==> src/sv/lss_pkg.sv <==
// ----------------------------------------------------------------------------
// lss_pkg: shared codes for the LIFO stack with search
// Action and status encodings used across the stack block.
// ----------------------------------------------------------------------------
package lss_pkg;

  localparam int WordW = 32;

  localparam logic [1:0] ACT_PUSH   = 2'd0;
  localparam logic [1:0] ACT_POP    = 2'd1;
  localparam logic [1:0] ACT_SEARCH = 2'd2;
  localparam logic [1:0] ACT_DUMP   = 2'd3;

  localparam logic [1:0] ST_OK       = 2'd0;
  localparam logic [1:0] ST_EMPTY    = 2'd1;
  localparam logic [1:0] ST_OVERFLOW = 2'd2;
  localparam logic [1:0] ST_NOTFOUND = 2'd3;

endpackage

==> src/sv/lifo_stack_with_search.sv <==
// ----------------------------------------------------------------------------
// lifo_stack_with_search: bounded LIFO stack of signed words with search
// Push, pop, search from top and dump of all entries over one RAM.
// ----------------------------------------------------------------------------
// The stack holds up to DEPTH signed 32-bit words in a RAM with a registered
// read port; one transaction is worked on at a time and in_stall stays high
// until its final result has been placed in the output register. Push, an
// overflowing push, and any action on an empty stack are accepted and then
// answered from the reply state. Pop reads the top entry in the accept cycle
// and returns it from the check state. Search walks the entries from the
// top, one RAM read and one 32-bit compare per cycle, then replies from the
// reply state with the match position counted from the top, starting at one,
// or with not-found status. Dump emits one result per cycle from top to
// bottom while the output side takes them, with last set on the bottom entry.
// The RAM read port and the single comparator set this pace. A finished
// result waits in the output register while the block goes on with the next
// step; an output stall pauses the dump walk and holds a pop result or a
// pending single reply until the register frees.
// ----------------------------------------------------------------------------
module lifo_stack_with_search #(
  parameter int DEPTH = 16
) (
  input  logic                               clk,
  input  logic                               rst,
  input  logic                               in_valid,
  output logic                               in_stall,
  input  logic [1:0]                         action,
  input  logic signed [lss_pkg::WordW-1:0]   value,
  output logic                               out_valid,
  input  logic                               out_stall,
  output logic [1:0]                         status,
  output logic signed [lss_pkg::WordW-1:0]   word,
  output logic [$clog2(DEPTH+1)-1:0]         position,
  output logic                               last
);

  localparam int AddrW = $clog2(DEPTH);
  localparam int CntW  = $clog2(DEPTH + 1);

  typedef enum logic [2:0] {
    S_IDLE  = 3'b001,
    S_CHECK = 3'b010,
    S_REPLY = 3'b100
  } state_t;

  state_t state, state_next;

  // stack occupancy and walk offset from the top
  logic [CntW-1:0]  fill_count, fill_count_next;
  logic [AddrW-1:0] idx, idx_next;

  // latched transaction
  logic [1:0]                act, act_next;
  logic [lss_pkg::WordW-1:0] key, key_next;

  // pending single result for the reply state
  logic [1:0]      res_status, res_status_next;
  logic [CntW-1:0] res_pos, res_pos_next;

  // output register load
  logic                      out_free;
  logic                      out_load;
  logic [1:0]                ld_status;
  logic [lss_pkg::WordW-1:0] ld_word;
  logic [CntW-1:0]           ld_pos;
  logic                      ld_last;

  // RAM ports
  logic                      ram_we, ram_re;
  logic [AddrW-1:0]          ram_waddr, ram_raddr;
  logic [lss_pkg::WordW-1:0] ram_rdata;
  logic [AddrW-1:0]          rd_idx;

  logic in_accept;
  logic is_empty, is_full, at_bottom, hit;

  assign in_stall  = (state != S_IDLE);
  assign in_accept = in_valid && !in_stall;
  assign out_free  = !out_valid || !out_stall;

  assign is_empty  = (fill_count == '0);
  assign is_full   = (fill_count == CntW'(DEPTH));
  assign at_bottom = ((CntW'(idx) + CntW'(1)) == fill_count);
  assign hit       = (ram_rdata == key);

  // read the top on accept; step one entry down while walking
  assign rd_idx    = (state == S_CHECK) ? (idx + AddrW'(1)) : '0;
  assign ram_raddr = AddrW'(fill_count - CntW'(1)) - rd_idx;
  assign ram_waddr = AddrW'(fill_count);

  lss_ram #(
    .WIDTH (lss_pkg::WordW),
    .DEPTH (DEPTH)
  ) u_ram (
    .clk   (clk),
    .we    (ram_we),
    .waddr (ram_waddr),
    .wdata (value),
    .re    (ram_re),
    .raddr (ram_raddr),
    .rdata (ram_rdata)
  );

  always_comb begin
    state_next      = state;
    fill_count_next = fill_count;
    idx_next        = idx;
    act_next        = act;
    key_next        = key;
    res_status_next = res_status;
    res_pos_next    = res_pos;
    ram_we          = 1'b0;
    ram_re          = 1'b0;
    out_load        = 1'b0;
    ld_status       = lss_pkg::ST_OK;
    ld_word         = '0;
    ld_pos          = '0;
    ld_last         = 1'b1;

    case (state)
      S_IDLE: begin
        if (in_accept) begin
          act_next     = action;
          key_next     = value;
          idx_next     = '0;
          res_pos_next = '0;
          if (action == lss_pkg::ACT_PUSH) begin
            if (is_full) begin
              res_status_next = lss_pkg::ST_OVERFLOW;
            end else begin
              ram_we          = 1'b1;
              fill_count_next = fill_count + CntW'(1);
              res_status_next = lss_pkg::ST_OK;
            end
            state_next = S_REPLY;
          end else if (is_empty) begin
            res_status_next = lss_pkg::ST_EMPTY;
            state_next      = S_REPLY;
          end else begin
            ram_re     = 1'b1;
            state_next = S_CHECK;
          end
        end
      end

      S_CHECK: begin
        case (act)
          lss_pkg::ACT_POP: begin
            if (out_free) begin
              out_load        = 1'b1;
              ld_word         = ram_rdata;
              fill_count_next = fill_count - CntW'(1);
              state_next      = S_IDLE;
            end
          end
          lss_pkg::ACT_SEARCH: begin
            if (hit) begin
              res_status_next = lss_pkg::ST_OK;
              res_pos_next    = CntW'(idx) + CntW'(1);
              state_next      = S_REPLY;
            end else if (at_bottom) begin
              res_status_next = lss_pkg::ST_NOTFOUND;
              state_next      = S_REPLY;
            end else begin
              ram_re   = 1'b1;
              idx_next = idx + AddrW'(1);
            end
          end
          lss_pkg::ACT_DUMP: begin
            // hold the read data while the output side stalls
            if (out_free) begin
              out_load = 1'b1;
              ld_word  = ram_rdata;
              ld_last  = at_bottom;
              if (at_bottom) begin
                state_next = S_IDLE;
              end else begin
                ram_re   = 1'b1;
                idx_next = idx + AddrW'(1);
              end
            end
          end
          default: begin
            state_next = S_IDLE;
          end
        endcase
      end

      S_REPLY: begin
        if (out_free) begin
          out_load   = 1'b1;
          ld_status  = res_status;
          ld_pos     = res_pos;
          state_next = S_IDLE;
        end
      end

      default: begin
        state_next = S_IDLE;
      end
    endcase
  end

  always_ff @(posedge clk) begin
    if (rst) begin
      state      <= S_IDLE;
      fill_count <= '0;
      out_valid  <= 1'b0;
    end else begin
      state      <= state_next;
      fill_count <= fill_count_next;
      if (out_load) begin
        out_valid <= 1'b1;
      end else if (!out_stall) begin
        out_valid <= 1'b0;
      end
    end
  end

  always_ff @(posedge clk) begin
    idx        <= idx_next;
    act        <= act_next;
    key        <= key_next;
    res_status <= res_status_next;
    res_pos    <= res_pos_next;
    if (out_load) begin
      status   <= ld_status;
      word     <= ld_word;
      position <= ld_pos;
      last     <= ld_last;
    end
  end

endmodule

==> src/sv/lss_ram.sv <==
// ----------------------------------------------------------------------------
// lss_ram: generic single-write, single-read RAM
// One write port and one read port with registered read data.
// ----------------------------------------------------------------------------
module lss_ram #(
  parameter int WIDTH = 32,
  parameter int DEPTH = 16
) (
  input  logic                     clk,
  input  logic                     we,
  input  logic [$clog2(DEPTH)-1:0] waddr,
  input  logic [WIDTH-1:0]         wdata,
  input  logic                     re,
  input  logic [$clog2(DEPTH)-1:0] raddr,
  output logic [WIDTH-1:0]         rdata
);

  logic [WIDTH-1:0] mem [DEPTH];

  always_ff @(posedge clk) begin
    if (we) begin
      mem[waddr] <= wdata;
    end
    // hold read data until the next read
    if (re) begin
      rdata <= mem[raddr];
    end
  end

endmodule
==> config.mk <==
export PLATFORM = sky130hd
export DESIGN_NAME = lifo_stack_with_search
export DESIGN_NICKNAME = d
export VERILOG_FILES = /design/src/sv/lss_pkg.sv /design/src/sv/lifo_stack_with_search.sv /design/src/sv/lss_ram.sv
export SDC_FILE = /design/constraint.sdc
export NUM_CORES = 1
export LEC_CHECK = 0
export BUFFER_PORTS_ARGS = -buffer_cell sky130_fd_sc_hd__buf_2
export CORE_MARGIN = 3
export CORE_UTILIZATION = 30
export DETAILED_ROUTE_END_ITERATION = 6
export SYNTH_ARGS = -nofsm -noshare
export SYNTH_HDL_FRONTEND = slang
export SYNTH_HIERARCHICAL = 1
export SYNTH_SLANG_ARGS = --single-unit
export TNS_END_PERCENT = 20
==> constraint.sdc <==
create_clock -name clk -period 8.05 [get_ports clk]
set_input_delay 1.61 -clock clk [delete_from_list [all_inputs] [get_ports clk]]
set_output_delay 1.61 -clock clk [all_outputs]
set_load 0.02 [all_outputs]
==> impl_metrics.tcl <==
set metrics [dict create \
    num_vias 11840 \
    cp_slowest_cell "fa_4" \
    cts_root_buffer "clkbuf_16" \
    powerDensity_nw_per_um2 265.4 \
    vias_per_cell 4.938 \
    max_stage_delay_ps 1550 \
    core_area_um2 80680 \
    dp.final_hpwl_um 31370 \
    grt_pass1_wl_um 85070 \
    tightest_slew_ps 1184 \
    fmax_mhz 214.8 \
    synth_edf_count 629 \
    ios 80 \
    cap_viol_max_count 0 \
    cts.sink_count 638 \
    avgSynthCellArea_um2 21.08 \
    required_ps 8390 \
    syn-cell-area_um2 24450 \
    fp-row-count 104 \
    h-tree-depth 3 \
    crit_path_max_fanout 66 \
    hold_buffers 0 \
    worst_r2r_path_depth 9 \
    worstHoldStart "res_pos[0]" \
    grtUsageMet1_pct 19.14 \
    start_kind "flip-flop" \
    final_common_cell "edfxtp_1" \
    busiest_layer "met2" \
    dr.pass1.iters 5 \
    critical_path_class "reg -> reg" \
    overflow 0 \
    final_cell_mix "edfxtp_1 (629), mux4_2 (128), buf_2 (79), clkbuf_16 (67), a22oi_1 (66)" \
    clk_pin_slew_worst_paths_ps 60 \
    clk_path_buf_depth 3 \
    initialDrtViolationCount 1225 \
    ys_types 55 \
    synth_async_sr_flop_share_pct 0 \
    end_kind "flip-flop" \
    status "complete, no violations" \
    slew-limit-headroom_pct 21.04 \
    placed_cells 2275 \
    cts.repair.resized 0 \
    use_met2_pct 21.95 \
    antenna_found_initial 6 \
    skew_ps 26.63 \
    area_growth_pct 16.35 \
    wl_per_cell_um 24.50 \
    drive_above_1_share_pct 27.57 \
    start_util_pct 30.31 \
    rr_startpoint "state[1]" \
    port_buffers 79 \
    synthesis.nets 1208 \
    route.detailed.drc 0 \
    grt_max_degree 88 \
    worstReg2RegEnd "u_ram/rdata[11]" \
    irDropWorstVdd_uv 169.8 \
    gp_congestion 0.7724 \
    postSynthCellCount 1160 \
    synth_ff_type "edfxtp_1" \
    post-route-period-util_pct 57.83 \
    cts_tree "done" \
    synth-seq-cells 638 \
    die_area_um2 84970 \
    cts_buffers 66 \
    ys_warn_count 6 \
    ant_nets 0 \
    die_h_um 291.5 \
    hold-path-endpoint "position[0]" \
    nFillCells 7438 \
    multi_input_area_um2 5223 \
    min_period_ps 4656 \
    maxSlewViolCount 0 \
    met3_usage_pct 3.143 \
    seqCellArea_um2 19070 \
    grt_pass1_vias 12140 \
    final_hold_viol_count 0 \
    finalPower_mw 7.551 \
    num-nets-final 1331 \
    hold_path_class "reg -> reg" \
    die_x_um 291.5 \
    postCtsSetupRepairBufs 0 \
    rsz0062_at_grt "false" \
    totalWireLength_um 58740 \
    pre_cts_slack_ps 3416 \
    path_cells "or3b_1 -> nor2_1 -> ha_1 -> inv_1 -> fa_4 -> buf_4 -> mux4_2 -> a22oi_1 -> nand2_1" \
    track_usage_pct 13.77 \
    final_cell_count_no_fill 2398 \
    yosysSeqAreaShare_pct 77.98 \
    p_leak_nw 9.078 \
    reg2reg_setup_slack_ps 3390 \
    fin_ws_ps 3394 \
    cp.arrival_ps 5000 \
    fin_setup_tns_ps 0 \
    final-setup-viol-count 0 \
    holdPathStages 1 \
    clk_latency_ps 600 \
]
## layout make-up
cell class / count / share of cell area (%)
antenna: 3 / 0.02639
clock buffer: 73 / 5.972
inverter: 12 / 0.1847
clock inverter: 47 / 1.596
timing repair buffer: 109 / 2.181
tap: 1060 / 4.662
sequential: 638 / 67.02
multi-input combinational: 456 / 18.36
## synthesized netlist by cell type, types with 2 or more instances
library cell / count / area (µm²)
edfxtp_1: 629 / 18890
mux4_2: 128 / 2883
a22oi_1: 66 / 495.5
and2_1: 45 / 281.5
nand2_1: 45 / 168.9
xnor2_1: 40 / 350.3
nor2_1: 34 / 127.6
clkbuf_1: 21 / 78.83
inv_1: 12 / 45.04
buf_1: 10 / 37.54
nand4_1: 10 / 62.56
buf_2: 9 / 45.04
buf_4: 9 / 67.56
dfxtp_1: 9 / 180.2
ha_1: 9 / 112.6
xor2_1: 9 / 78.83
o21ai_0: 8 / 40.04
nand3_1: 7 / 35.03
nor3_1: 7 / 35.03
a21oi_1: 6 / 30.03
clkbuf_2: 4 / 20.02
nand2b_1: 3 / 18.77
mux2i_1: 2 / 20.02
nand3b_1: 2 / 15.01
nor2b_1: 2 / 12.51
nor3b_1: 2 / 15.01
o21a_1: 2 / 15.01
o22ai_1: 2 / 12.51
or3b_1: 2 / 17.52
## per-layer routing
metal,up-vias,routed length (µm)
met5,-,13
met4,2,1249
met3,89,4185
met2,429,27780
met1,6309,25510
li1,5013,-
## stage by stage
| stage | instance area, µm² | hold slack (ps) | utilization [%] |
|---|---|---|---|
| final | 28450 | 520.2 | 35.27 |
| after global placement | 26290 | 504.9 | 32.59 |
| after detailed placement | 26290 | 506.6 | 32.59 |
| after floorplan | 24450 | 496.7 | - |
| after CTS | 28440 | 523.2 | 35.26 |
| after global routing | 28440 | 551.2 | 35.26 |
## sequential cells by signal (all words and copies together), names as in the netlist
register     flops
key             32
idx              4
u_ram/mem      512
u_ram/rdata     32
position         5
res_status       2
state            3
act              2
fill_count       5
status           2
last             1
out_valid        1
word            32
res_pos          5
## critical path: cells and delay by family (launching register included)
family                     cells  cell delay [ps]
AOI/OAI and AO/OA              1              230
adders and majority gates      2             1710
buffers and inverters          2              700
DFF                            1              400
muxes                          1              390
and+or+nand+nor                3              880
## how the worst max path moves through the flow
stage | cells past startpoint | slack, ps | from | to
2_1_floorplan | 6 | 2020 | in_valid | u_ram/mem[0][0]
3_5_place_dp | 9 | 3420 | state[0] | u_ram/rdata[15]
6_report | 9 | 3390 | state[1] | u_ram/rdata[11]
5_1_grt | 9 | 3170 | state[1] | u_ram/rdata[11]
3_3_place_gp | 9 | 3450 | state[1] | u_ram/rdata[16]
4_1_cts | 9 | 3420 | state[1] | u_ram/rdata[15]
## report_power, final
part / internal, mW / switching, mW
combinational: 0.277 / 0.471
clock: 1.76 / 1.25
sequential: 3.76 / 0.0388
## kinds of logic (layout without fill, tap and decap cells)
group,after synthesis,in the layout,share of synthesized area (%)
DFF,638,638,77.98
and+or+nand+nor,170,170,3.638
muxes,130,130,11.87
AOI/OAI and AO/OA,96,96,2.871
buffers and inverters,66,241,1.249
xor gates and xnor gates,50,50,1.847
adders and majority gates,10,10,0.5424
other,0,3,0
(Power assumes the default switching activity.)
